**config.mk**
```make
export PLATFORM = sky130hd
export DESIGN_NAME = vmu_front
export DESIGN_NICKNAME = d
export VERILOG_FILES = /design/src/hw/rtl/vmu_pkg.sv /design/src/hw/rtl/vmu_front.sv
export SDC_FILE = /design/constraint.sdc
export NUM_CORES = 1
export LEC_CHECK = 0
export BUFFER_PORTS_ARGS = -buffer_cell sky130_fd_sc_hd__buf_4
export CAP_MARGIN = 20
export CORE_AREA = 5 5 225 227
export DETAILED_ROUTE_END_ITERATION = 10
export DIE_AREA = 0 0 230 232
export PLACE_DENSITY = 0.31
export SYNTH_ARGS = -nofsm -noshare
export SYNTH_HDL_FRONTEND = slang
export SYNTH_SLANG_ARGS = --single-unit
```
**constraint.sdc**
```tcl
create_clock -name vclk -period 2.49
set_clock_uncertainty 0.2 [all_clocks]
set_input_delay 0.3735 -clock vclk [all_inputs]
set_output_delay 0.3735 -clock vclk [all_outputs]
set_load 0.02 [all_outputs]
```
**src/hw/rtl/vmu_pkg.sv**
```systemverilog
// ----------------------------------------------------------------------------
// vmu_pkg
// Shared types, codes and helpers of the four-lane fixed-point vector ALU.
// ----------------------------------------------------------------------------
package vmu_pkg;

    localparam int LANES  = 4;
    localparam int WORD_W = 32;
    localparam int WIDE_W = 66;

    typedef enum logic [3:0] {
        OP_ADD       = 4'd0,
        OP_SUB       = 4'd1,
        OP_SCALE     = 4'd2,
        OP_DIVIDE    = 4'd3,
        OP_DOT       = 4'd4,
        OP_CROSS     = 4'd5,
        OP_LENGTH    = 4'd6,
        OP_NORMALIZE = 4'd7,
        OP_EQUAL     = 4'd8
    } vmu_op_t;

    // execution class chosen by the front end
    typedef enum logic [4:0] {
        K_NONE   = 5'b00001,
        K_SIMPLE = 5'b00010,
        K_MUL    = 5'b00100,
        K_DIV    = 5'b01000,
        K_ROOT   = 5'b10000
    } vmu_kind_t;

    typedef logic signed [WIDE_W-1:0] vmu_wide_t;

    typedef struct packed {
        logic [3:0]                    op;
        vmu_kind_t                     kind;
        logic                          s_zero;
        logic [LANES-1:0][WORD_W-1:0]  a;
        logic [LANES-1:0][WORD_W-1:0]  b;
        logic [WORD_W-1:0]             s;
    } vmu_entry_t;

    // {overflow, saturated value}
    function automatic logic [WORD_W:0] vmu_sat(input vmu_wide_t v);
        logic [WORD_W:0] res;
        if (v > vmu_wide_t'(64'sh7FFF_FFFF))
            res = {1'b1, 32'h7FFF_FFFF};
        else if (v < -vmu_wide_t'(64'sh8000_0000))
            res = {1'b1, 32'h8000_0000};
        else
            res = {1'b0, v[WORD_W-1:0]};
        return res;
    endfunction

endpackage

```
**src/hw/rtl/vmu_front.sv**
```systemverilog
// ----------------------------------------------------------------------------
// vmu_front
// Takes commands, classifies the operation and pushes a decoded beat.
// ----------------------------------------------------------------------------
module vmu_front (
    input  logic                start,
    output logic                busy,
    input  logic [3:0]          operation,
    input  logic [31:0]         a_x,
    input  logic [31:0]         a_y,
    input  logic [31:0]         a_z,
    input  logic [31:0]         a_w,
    input  logic [31:0]         b_x,
    input  logic [31:0]         b_y,
    input  logic [31:0]         b_z,
    input  logic [31:0]         b_w,
    input  logic [31:0]         scale_factor,
    input  logic                q_full,
    output logic                q_push,
    output vmu_pkg::vmu_entry_t q_din
);
    import vmu_pkg::*;

    always_comb
    begin
        busy   = q_full;
        q_push = start && !q_full;
        q_din.op     = operation;
        q_din.s_zero = (scale_factor == '0);
        q_din.a      = {a_w, a_z, a_y, a_x};
        q_din.b      = {b_w, b_z, b_y, b_x};
        q_din.s      = scale_factor;
        case (operation)
            OP_ADD, OP_SUB, OP_EQUAL:  q_din.kind = K_SIMPLE;
            OP_SCALE, OP_DOT, OP_CROSS: q_din.kind = K_MUL;
            OP_DIVIDE:                 q_din.kind = K_DIV;
            OP_LENGTH, OP_NORMALIZE:   q_din.kind = K_ROOT;
            default:                   q_din.kind = K_NONE;
        endcase
    end

endmodule

```
Word level (Yosys, flattened, before mapping)
Memory sizes are Yosys's and may differ from the RTL's.
Index checks and enable logic that the tools add are counted.
Word-level totals
  register bits: 0
  bits in read-only memories: 80
  bits of input ports: 294
  output and inout port bits: 300
  word-level logic and storage cells: 4
  memories kept: 1
Cells by class
  reductions and logical operators: 3
Memories
  (no name shown): words 16, bits a word 5, rd ports 1, clocked after memory_dff 0, wr ports 0, line vmu_front.sv:33  | case (operation)
Operator list (number)
  32-bit logical NOT: 1
  1-bit logical AND: 1
  1-bit logical NOT: 1

Longest topological paths before layout
  word-level depth: 2
  gate-level depth with buffers: 3
  gate-level depth less buffers: 3

Worst setup path before layout
Ideal clock, no wire load.
  path kind: input port to output port
  from: input operation[3]
  to: output q_din[289] (netlist bit)
  data arrival time: 1.252 ns
  required time: 1.917 ns
  slack: 0.664 ns
  stages on the path: 2
  path buffers: 0
  path through: a211oi_1 > nor2b_1
RTL lines
  start, declared: line vmu_front.sv:8  | input logic [3:0] operation,
  end, declared: line vmu_front.sv:20  | output vmu_pkg::vmu_entry_t q_din

==> impl_table.tex <==
\begin{tabular}{lr}
\hline
Metric & Value \\
\hline
\multicolumn{2}{l}{\textbf{Critical path}} \\
\quad Cell repeated most along the worst path & sky130\_fd\_sc\_hd\_\_buf\_4 \\
\quad Worst path arrival time & 1.50 ns \\
\quad CP endpoint kind & output pin \\
\quad Critical Path RT & 1.92 ns \\
\quad Crit start category & input port \\
\quad Peak fanout along the critical path & 2 \\
\quad CP max stage cell & sky130\_fd\_sc\_hd\_\_nor4\_1 \\
\quad Cells traversed along the worst timing path & buf\_4 -> nor4\_1 -> nand4\_1 -> nor2\_1 -> buf\_4 \\
\quad Critical path depth & 5 \\
\quad Combined buffer and inverter count along the critical path & 2 \\
\quad CP max stage delay & 0.36 ns \\
\quad Critical path class & in -> out \\
\quad Kind of cell adding the most delay to the critical path & simple AND/OR/NAND/NOR gates \\
\multicolumn{2}{l}{\textbf{STA}} \\
\quad Relative slew margins & 76.5\% \\
\quad RSZ-0062 raised after global routing & false \\
\quad Slew of the pin with the lowest slew margin & 0.349 ns \\
\quad Fin crit period & 2.07 ns \\
\quad Upper clock frequency limit & 483 MHz \\
\quad Number of slew-limit violations in the final report & 0 \\
\quad Total negative setup slack & 0 ns \\
\quad Final hold violation count & 0 \\
\quad Setup violators final & 0 \\
\quad Final period util & 83.2\% \\
\multicolumn{2}{l}{\textbf{Layout}} \\
\quad Share of cells above drive strength 1 & 83.2\% \\
\quad CLK BUF & 0 \\
\quad Number of flip-flops and latches & 0 \\
\quad Layout-stage area growth over the synthesis result & -34.6\% \\
\quad Final nets & 397 \\
\quad Ant diodes & 0 \\
\quad Footprint of the flip-flops and latches & 0 sq um \\
\quad Area of the multi-input gates & 131 sq um \\
\quad Count of fill cells added during filler insertion & 5788 \\
\multicolumn{2}{l}{\textbf{Floorplan}} \\
\quad Die area & 53400 sq um \\
\quad Core Region & 48400 sq um \\
\quad Initial core utilization & 4.81\% \\
\quad Chip Height & 232 um \\
\quad Width of the die & 230 um \\
\quad Top-level I/O count & 594 \\
\quad Core Rows & 81 \\
\multicolumn{2}{l}{\textbf{Logic synthesis}} \\
\quad Most frequent cells after synthesis & sky130\_fd\_sc\_hd\_\_buf\_4 (293), sky130\_fd\_sc\_hd\_\_nor4\_1 (7), sky130\_fd\_sc\_hd\_\_nor2\_1 (3), sky130\_fd\_sc\_hd\_\_nand4\_1 (2), sky130\_fd\_sc\_hd\_\_nor2b\_1 (2) \\
\quad Most frequent cell after synthesis & sky130\_fd\_sc\_hd\_\_buf\_4 \\
\quad Cell type with the highest aggregate area in the netlist & sky130\_fd\_sc\_hd\_\_buf\_4 \\
\quad Avg Cell Area, Syn & 7.47 sq um \\
\quad Compound-gate portion of the synthesized area & 0.322\% \\
\quad Part of the Yosys area used for sequential elements & 0\% \\
\quad Parity-gate share of the synthesized area counting xor and xnor cells & 0\% \\
\quad Adder-cell share of the synthesized area & 0\% \\
\quad Top-area cell type share of the netlist area & 94.4\% \\
\quad Cell count after synthesis & 312 \\
\quad Number of distinct library cells after synthesis & 10 \\
\quad Post-Syn Nets & 606 \\
\quad Mux cell area share after synthesis & 0.429\% \\
\quad Count of yosys warnings during synthesis & 0 \\
\quad Dominant combinational cell family by area after synthesis & buffers and inverters \\
\quad Post-Synth Simple-Gate Area & 4.88\% \\
\quad Dominant cells by area after synthesis & sky130\_fd\_sc\_hd\_\_buf\_4 (94\%), sky130\_fd\_sc\_hd\_\_nor4\_1 (1.9\%), sky130\_fd\_sc\_hd\_\_and4bb\_2 (0.54\%), sky130\_fd\_sc\_hd\_\_nand4\_1 (0.54\%), sky130\_fd\_sc\_hd\_\_nor2b\_1 (0.54\%) \\
\quad Summed instance area of the synthesized netlist & 2330 sq um \\
\multicolumn{2}{l}{\textbf{Clock tree}} \\
\quad Post-CTS setup-driven buffer insertion count & 0 \\
\quad \# resized after CTS & 0 \\
\quad Hold-fix buffer count after cts & 0 \\
\multicolumn{2}{l}{\textbf{Global route}} \\
\quad Maximum number of pins on one net before global-route repair & 7 \\
\quad Number of antenna violations at the first check in global routing & 0 \\
\quad Global-route usage over all layers & 2.71\% \\
\quad Via count of the first global-routing pass & 1159 \\
\quad Wire length of the first global-routing pass & 9.99 mm \\
\quad Global route overflow & 0 \\
\multicolumn{2}{l}{\textbf{Pwr}} \\
\quad Total Power & 0.179 mW \\
\quad Power per Cell Area & 117 nW/um\^{}2 \\
\quad Leak & 0.428 nW \\
\quad Worst ir drop on vdd & 34.6 uV \\
\multicolumn{2}{l}{\textbf{Routing}} \\
\quad Initial detailed-routing violation count & 32 \\
\quad Number of nets with antenna violations after detailed routing & 0 \\
\quad Detailed-route wire length & 8.33 mm \\
\quad Final routed DRC violation total & 0 \\
\quad Vias & 998 \\
\quad First-pass iteration count of the detailed router & 2 \\
\quad Routed WL per cell & 11.5 um \\
\quad Via density per instance & 1.38 \\
\multicolumn{2}{l}{\textbf{Place}} \\
\quad Final HPWL DP & 7.37 mm \\
\quad Final weighted congestion in routability-driven placement & 0.639 \\
\quad Total of buffers placed on input and output ports & 82 \\
\multicolumn{2}{l}{\textbf{Worst hold path}} \\
\quad Cell count of the worst hold path & 0 \\
\quad Class of the tightest hold or removal check & in -> out \\
\multicolumn{2}{l}{\textbf{Run}} \\
\quad Max Cap Violations & 0 \\
\multicolumn{2}{l}{\textbf{Status}} \\
\quad Outcome & completed \\
\hline
\end{tabular}
-- cell usage in the layout, fill, tap and decap left out, drive strengths merged --
cell type / count
mux2i: 1
nor2: 3
a211oi: 1
nor2b: 2
and4bb: 1
and3b: 1
nand4: 2
nor4: 8
buf: 82
-- final timing paths --
| check | slack (ns) | from | endpoint |
|---|---|---|---|
| worst max-delay path | 0.42 | scale_factor[1] | q_din[288] |
| worst min-delay path | 0.55 | b_z[6] | q_din[102] |
-- kinds of logic (layout without fill, tap and decap cells) --
group / count (synthesis) / after routing
AO/OA/AOI/OAI: 1 / 1
AND/OR/NAND/NOR: 17 / 17
multiplexers: 1 / 1
buffers and inverters: 293 / 82
-- layout make-up --
cell class | count | share of cell area [%]
Timing Repair Buffer | 82 | 40.4
Tap cell | 622 | 51.0
Multi-Input combinational cell | 19 | 8.61
-- stage by stage --
step / area [sq um] / hold slack [ns] / setup slack (ns) / util [%] / cells
after floorplan: 2330 / 0.625 / 0.664 / - / 312
after global placement: 1530 / 0.547 / 0.233 / 3.15 / 723
after detailed placement: 1530 / 0.547 / 0.271 / 3.15 / 723
after CTS: 1530 / 0.547 / 0.277 / 3.15 / 723
after global routing: 1530 / 0.547 / 0.352 / 3.15 / 723
final: 1530 / 0.547 / 0.419 / 3.15 / 723
-- per-layer routing --
layer / vias to the layer above / track usage (%) / share of wire, %
li1: 249 / - / -
met1: 334 / 0.722 / 11
met2: 305 / 4.93 / 49
met3: 110 / 2.82 / 26
met4: 0 / 3.62 / 13
met5: - / 0 / 0
-- power breakdown --
group	leakage, nW	internal (mW)	switching (mW)	total (mW)
clock	0	0	0	0
combinational	0.428	0.0873	0.0918	0.179
sequential	0	0	0	0
total	0.428	0.0873	0.0918	0.179
(Power assumes the default switching activity.)
