**src/hw/rtl/vmu_pkg.sv**
```systemverilog
// ----------------------------------------------------------------------------
// vmu_pkg
// Shared types, codes and helpers of the four-lane fixed-point vector ALU.
// ----------------------------------------------------------------------------
package vmu_pkg;

    localparam int LANES  = 4;
    localparam int WORD_W = 32;
    localparam int WIDE_W = 66;

    typedef enum logic [3:0] {
        OP_ADD       = 4'd0,
        OP_SUB       = 4'd1,
        OP_SCALE     = 4'd2,
        OP_DIVIDE    = 4'd3,
        OP_DOT       = 4'd4,
        OP_CROSS     = 4'd5,
        OP_LENGTH    = 4'd6,
        OP_NORMALIZE = 4'd7,
        OP_EQUAL     = 4'd8
    } vmu_op_t;

    // execution class chosen by the front end
    typedef enum logic [4:0] {
        K_NONE   = 5'b00001,
        K_SIMPLE = 5'b00010,
        K_MUL    = 5'b00100,
        K_DIV    = 5'b01000,
        K_ROOT   = 5'b10000
    } vmu_kind_t;

    typedef logic signed [WIDE_W-1:0] vmu_wide_t;

    typedef struct packed {
        logic [3:0]                    op;
        vmu_kind_t                     kind;
        logic                          s_zero;
        logic [LANES-1:0][WORD_W-1:0]  a;
        logic [LANES-1:0][WORD_W-1:0]  b;
        logic [WORD_W-1:0]             s;
    } vmu_entry_t;

    // {overflow, saturated value}
    function automatic logic [WORD_W:0] vmu_sat(input vmu_wide_t v);
        logic [WORD_W:0] res;
        if (v > vmu_wide_t'(64'sh7FFF_FFFF))
            res = {1'b1, 32'h7FFF_FFFF};
        else if (v < -vmu_wide_t'(64'sh8000_0000))
            res = {1'b1, 32'h8000_0000};
        else
            res = {1'b0, v[WORD_W-1:0]};
        return res;
    endfunction

endpackage

```
**src/hw/rtl/vmu_queue.sv**
```systemverilog
// ----------------------------------------------------------------------------
// vmu_queue
// Small register FIFO of decoded beats between front and back end.
// ----------------------------------------------------------------------------
module vmu_queue #(
    parameter int DEPTH = 2
) (
    input  logic                clk,
    input  logic                rst_n,
    input  logic                push,
    input  vmu_pkg::vmu_entry_t din,
    input  logic                pop,
    output vmu_pkg::vmu_entry_t dout,
    output logic                full,
    output logic                empty
);
    import vmu_pkg::*;

    localparam int PW = (DEPTH > 1) ? $clog2(DEPTH) : 1;
    localparam int CW = $clog2(DEPTH + 1);

    vmu_entry_t     mem_reg [DEPTH];
    logic [PW-1:0]  wr_reg, wr_next;
    logic [PW-1:0]  rd_reg, rd_next;
    logic [CW-1:0]  cnt_reg, cnt_next;
    logic           do_push, do_pop;

    assign full    = (cnt_reg == CW'(DEPTH));
    assign empty   = (cnt_reg == '0);
    assign dout    = mem_reg[rd_reg];
    assign do_push = push && !full;
    assign do_pop  = pop && !empty;

    always_comb
    begin
        wr_next  = wr_reg;
        rd_next  = rd_reg;
        cnt_next = cnt_reg;
        if (do_push)
            wr_next = (wr_reg == PW'(DEPTH - 1)) ? '0 : wr_reg + 1'b1;
        if (do_pop)
            rd_next = (rd_reg == PW'(DEPTH - 1)) ? '0 : rd_reg + 1'b1;
        if (do_push && !do_pop)
            cnt_next = cnt_reg + 1'b1;
        else if (do_pop && !do_push)
            cnt_next = cnt_reg - 1'b1;
    end

    always_ff @(posedge clk or negedge rst_n)
    begin
        if (!rst_n)
        begin
            wr_reg  <= '0;
            rd_reg  <= '0;
            cnt_reg <= '0;
        end
        else
        begin
            wr_reg  <= wr_next;
            rd_reg  <= rd_next;
            cnt_reg <= cnt_next;
        end
    end

    always_ff @(posedge clk)
    begin
        if (do_push)
            mem_reg[wr_reg] <= din;
    end

`ifndef SYNTH
    a_no_overrun: assert property (@(posedge clk) disable iff (!rst_n)
        push && full |-> pop)
        else $error("queue pushed while full");
    a_cnt_range: assert property (@(posedge clk) disable iff (!rst_n)
        cnt_reg <= CW'(DEPTH))
        else $error("queue count out of range");
    a_ptr_gap: assert property (@(posedge clk) disable iff (!rst_n)
        (empty || full) |-> (wr_reg == rd_reg))
        else $error("queue pointers inconsistent");
`endif

endmodule

```
**config.mk**
```make
export PLATFORM = sky130hd
export DESIGN_NAME = vmu_queue
export DESIGN_NICKNAME = d
export VERILOG_FILES = /design/src/hw/rtl/vmu_pkg.sv /design/src/hw/rtl/vmu_queue.sv
export SDC_FILE = /design/constraint.sdc
export NUM_CORES = 1
export LEC_CHECK = 0
export BUFFER_PORTS_ARGS = -buffer_cell sky130_fd_sc_hd__buf_4
export CAP_MARGIN = 40
export CORE_AREA = 2 2 231 233
export CTS_CLUSTER_DIAMETER = 40
export DETAILED_ROUTE_END_ITERATION = 16
export DIE_AREA = 0 0 233 235
export PLACE_DENSITY = 0.67
export REMOVE_ABC_BUFFERS = 1
export SETUP_SLACK_MARGIN = 0.5
export SLEW_MARGIN = 20
export SYNTH_ARGS = -nofsm -noshare
export SYNTH_HDL_FRONTEND = slang
export SYNTH_SLANG_ARGS = --single-unit
```
**constraint.sdc**
```tcl
create_clock -name clk -period 18.4 [get_ports clk]
set_input_delay 0.92 -clock clk [delete_from_list [all_inputs] [get_ports clk]]
set_output_delay 0.92 -clock clk [all_outputs]
set_load 0.01 [all_outputs]
```
=== Word-level counts from Yosys, hierarchy flattened ===
Memory sizes are Yosys's and may differ from the RTL's.
Index checks and enable logic that the tools add are counted.

* Word-level logic and storage cells: 25
* Input bits: 302
* ROM bits: 0
* Output and inout bits: 300
* Memories kept: 1
* Bits in latches: 0
* Register bits after elaboration: 4
* Memory bits (writable): 596

* Reduce and logical (&&, ||, !) cells: 10
* Add/sub/neg operators: 4
* Multiplexer cells: 6
* $lt $le $gt $ge: 0
* Shift-type cells: 0
* Multiply operators: 0
* Equal/unequal tests: 1
* Bitwise operators: 0
* Div/mod/pow operators: 0

{| class="wikitable"
|+ Memory list
! memory !! depth !! width !! read ports !! clocked after Yosys merged registers in !! wr ports !! line !! text
|-
| mem_reg || 2 || 298 || 1 || 0 || 1 || vmu_queue.sv:22 || <nowiki>vmu_entry_t mem_reg [DEPTH];</nowiki>
|}

{| class="wikitable"
|+ Operator list
! cell !! number
|-
| 1-bit logical AND || 4
|-
| 1-bit zero test || 4
|-
| 1-bit two-way mux || 4
|-
| 2-bit two-way mux || 2
|-
| 1-bit adder, second input constant || 2
|-
| 2-bit by 1-bit adder with 2-bit output, second input constant || 1
|-
| 2-bit == test, second input constant || 1
|-
| 2-bit zero test || 1
|-
| 2-bit nonzero test || 1
|-
| 2-bit by 1-bit subtractor with 2-bit output, second input constant || 1
|}

=== Depth between registers and ports, before layout ===
* Word-level depth: 7
* Gate-level depth with buffers: 7
* Depth with buffers taken out: 7

=== Least setup slack after synthesis ===
Ideal clock, no wire load.

* Kind: input-to-reg
* Start: in push
* End: mem mem_reg[0][0] in the netlist's numbering, enable pin
* Stages: 2
* Path buffers: 0
* Library setup time: 0.963 ns
* Data arrival time: 13.347 ns
* Required time: 17.437 ns
* Setup slack: 4.090 ns
* Path through: nand2_1 > nor2_1

* Cells in the longest elaborated chain, start to end: 3

{| class="wikitable"
|+ Ends and longest elaborated chain
! element !! line !! text
|-
| start: declaration || vmu_queue.sv:10 || <nowiki>input logic push,</nowiki>
|-
| 1-bit logical AND || vmu_queue.sv:31 || <nowiki>assign do_push = push && !full;</nowiki>
|-
| 1-bit two-way mux || vmu_queue.sv:67 || <nowiki>if (do_push)</nowiki>
|-
| 1-bit two-way mux (implied by the code) || vmu_queue.sv:68 || <nowiki>mem_reg[wr_reg] <= din;</nowiki>
|-
| end: declaration || vmu_queue.sv:22 ||
|}

No other way between the ends.

==> run metrics <==
run status=complete, no violations; wire per inst=21.9 um; # fillers=3907; slack of the critical path=about 14000 ps; cell count after synthesis=946; CTS Buf Count=76; initial antenna violation count=6; H-tree depth=3; IO buf count=601; VDD IR max=0.108 mV; PwrDens=168 nW/um2; Routed met1 length=18000 um; Routed Antenna Nets=0; max-slew violation count=0; CTS tree=built; Syn Area/Cell=23.8 um2; post-synth cell types=16; final core occ=around three fifths; Tot Pwr=5.14 mW; Worst Path Required=17480 ps; Final period util=approximately a quarter; Final min period=4560 ps; Total GRT Usage=approximately 18%; synthesized area=22500 um2; grt total ovfl=0; share of layout cells above drive strength 1=62.7%; TritonCTS Sinks=600; global-route wire length before repair=73600 um; clock skew=18.9 ps; Reg area=18000 um2; Logic pwr share=roughly 32%; share of the synthesized area in the top cell type=79.5%; max reg flops=596; TNS Setup=0 ps; io pins=between 600 and 700; Worst-path clk slew=roughly 60 ps; fmax=219 MHz; placed cell count=2219; Final Hold Viols=0; top sig layer=met5; largest net degree at the start of global routing=146; Sw Ratio=28.4%; CP Launch Type=register; CORE AREA=~52000 um2; R2R cell count=7; FF+latch count, synth=600; Die Y=235 um; critical path arrival=roughly 3600 ps; Vias=11300; Placer Congestion=0.811; die area=54800 um2; slew margin rel.=23.0%; Stages on worst setup path=6; RSZ-0062 raised after global routing=false; DPL Wire Length=around 36000 um; metal3 WL=roughly 5300 um; num rows=84; met2 wire len=26400 um; critical path fanouts, max=50; CP peak stage delay=940 ps; DIE WIDTH=233 um; final setup fails=0; Place WS=14440 ps; slew of the pin with the lowest slew margin=1150 ps; Root Buffer Master=clkbuf_16; CTS resizes=0; Psw=1.46 mW; vias in the first global route=11900; cell family with most CP delay=buffers and inverters; worst hold slack=109 ps; Area contributors post-synth=edfxtp_1, mux2_4, mux2_2, buf_6, dfrtp_1; most area-hungry cell type in the Yosys netlist=edfxtp_1; hold buffers post-CTS=0; total number of yosys warnings=0; Placed Area=roughly 28000 um2; Initial DRC Count=between 600 and 700; CP Class=register to output pin; internal power=3.68 mW; final instance area=30600 um2; clock share of power=29.4%; DR DRC count=0; initial core utilization=43.1%; worst-skew pair later-pin latency=about 600 ps; # nets final=1913; buffers and inverters on the worst path=5; max_cap viols=0; register area share after synthesis=80.0%; Routed WL=51800 um; crit path capture type=output pin; vias per cell=between 4 and 5; maximum buffer depth of the clock tree=3; area occupied by multi-input gates=4210 um2; Pleak=12.0 nW; Setup Fix Bufs, Post-CTS=0; CP Cell Sequence=buf_4, buf_16, buf_4, buf_16, mux2_2, buf_4; DRT Pass-1 Iters=4; Slowest cell on crit path=dfrtp_4; area delta synth->final=35.8%; Layout Cells excl Fill=2364; Critical Path Most Common Cell=buf_4; worst hold path type=input port to asynchronous set/reset pin; Seq pwr share=38.3%
[final timing paths]
kind	start	to	slack, ps
max	rd_reg$_DFFE_PN0P_	dout[269]	13840
min	rst_n	cnt_reg[0]$_DFFE_PN0P_	110
max reg2reg	cnt_reg[0]$_DFFE_PN0P_	mem_reg[0][47]$_DFFE_PP_	15320
min reg2reg	cnt_reg[1]$_DFFE_PN0P_	cnt_reg[1]$_DFFE_PN0P_	530
max in group asynchronous	rst_n	rd_reg$_DFFE_PN0P_	18170
min in group clk	din[121]	mem_reg[1][121]$_DFFE_PP_	500
[routing by layer]
| metal | track usage (%) | up-vias |
|---|---|---|
| met2 | 31.2 | 449 |
| met3 | 7.90 | 100 |
| met4 | 8.94 | 4 |
| met1 | 19.5 | 5622 |
| li1 | - | 5151 |
| met5 | 0 | - |
[logic make-up (layout without fill, tap and decap cells)]
| kind of cell | Yosys count | after routing | synth area share (%) |
|---|---|---|---|
| flip-flops | 600 | 600 | 80.0 |
| multiplexers | 298 | 298 | 18.2 |
| buffers and inverters | 35 | 761 | 1.40 |
| other | 0 | 4 | 0 |
| AND/OR/NAND/NOR | 6 | 6 | 0.122 |
| adder cells (fa/ha/maj) | 1 | 1 | 0.0556 |
| AO/OA/AOI/OAI | 1 | 1 | 0.0222 |
| XOR/XNOR | 5 | 5 | 0.195 |
[cells in the final DEF, fill, tap and decap left out]
master / n
diode_2: 4
nand2b_1: 1
nand2_1: 1
dfrtp_4: 1
bufinv_16: 10
clkinv_1: 10
o21ai_0: 1
mux2_4: 200
clkbuf_1: 2
clkinv_2: 5
buf_16: 8
inv_8: 2
inv_6: 12
inv_16: 1
buf_12: 2
and3_4: 1
clkinvlp_4: 9
clkinv_8: 1
nor2_4: 1
nor2_1: 2
inv_1: 2
ha_1: 1
mux2_2: 98
xnor2_1: 3
clkbuf_16: 78
xor2_1: 2
buf_4: 609
clkinv_4: 10
edfxtp_1: 596
dfrtp_1: 3
[Yosys cell counts (all sizes together)]
library cell	n
nand2	1
mux2	298
buf	33
nand2b	1
xnor2	3
xor2	2
edfxtp	596
inv	2
dfrtp	4
o21ai	1
nor2	3
ha	1
and3	1
[area by class of cell]
type | instances | share of cell area [%]
repair buffers | 619 | 15.8
diodes | 4 | 0.0328
well taps | 688 | 2.82
multi-input cells | 311 | 13.8
clock buffers | 80 | 6.41
flip-flops and latches | 600 | 58.9
clock inverters | 60 | 2.23
inverters | 2 | 0.0246
[power groups by stage]
| stage | combinational [mW] | clock, mW | sequential, mW |
|---|---|---|---|
| 2_1_floorplan | 1.15 | 0 | 2.21 |
| 3_3_place_gp | 1.63 | 0 | 1.99 |
| 3_5_place_dp | 1.67 | 0 | 2.00 |
| 4_1_cts | 1.68 | 1.54 | 1.97 |
| 5_1_grt | 1.76 | 1.60 | 1.99 |
| 6_report | 1.66 | 1.51 | 1.97 |
Power figures use the tool's default switching activity.
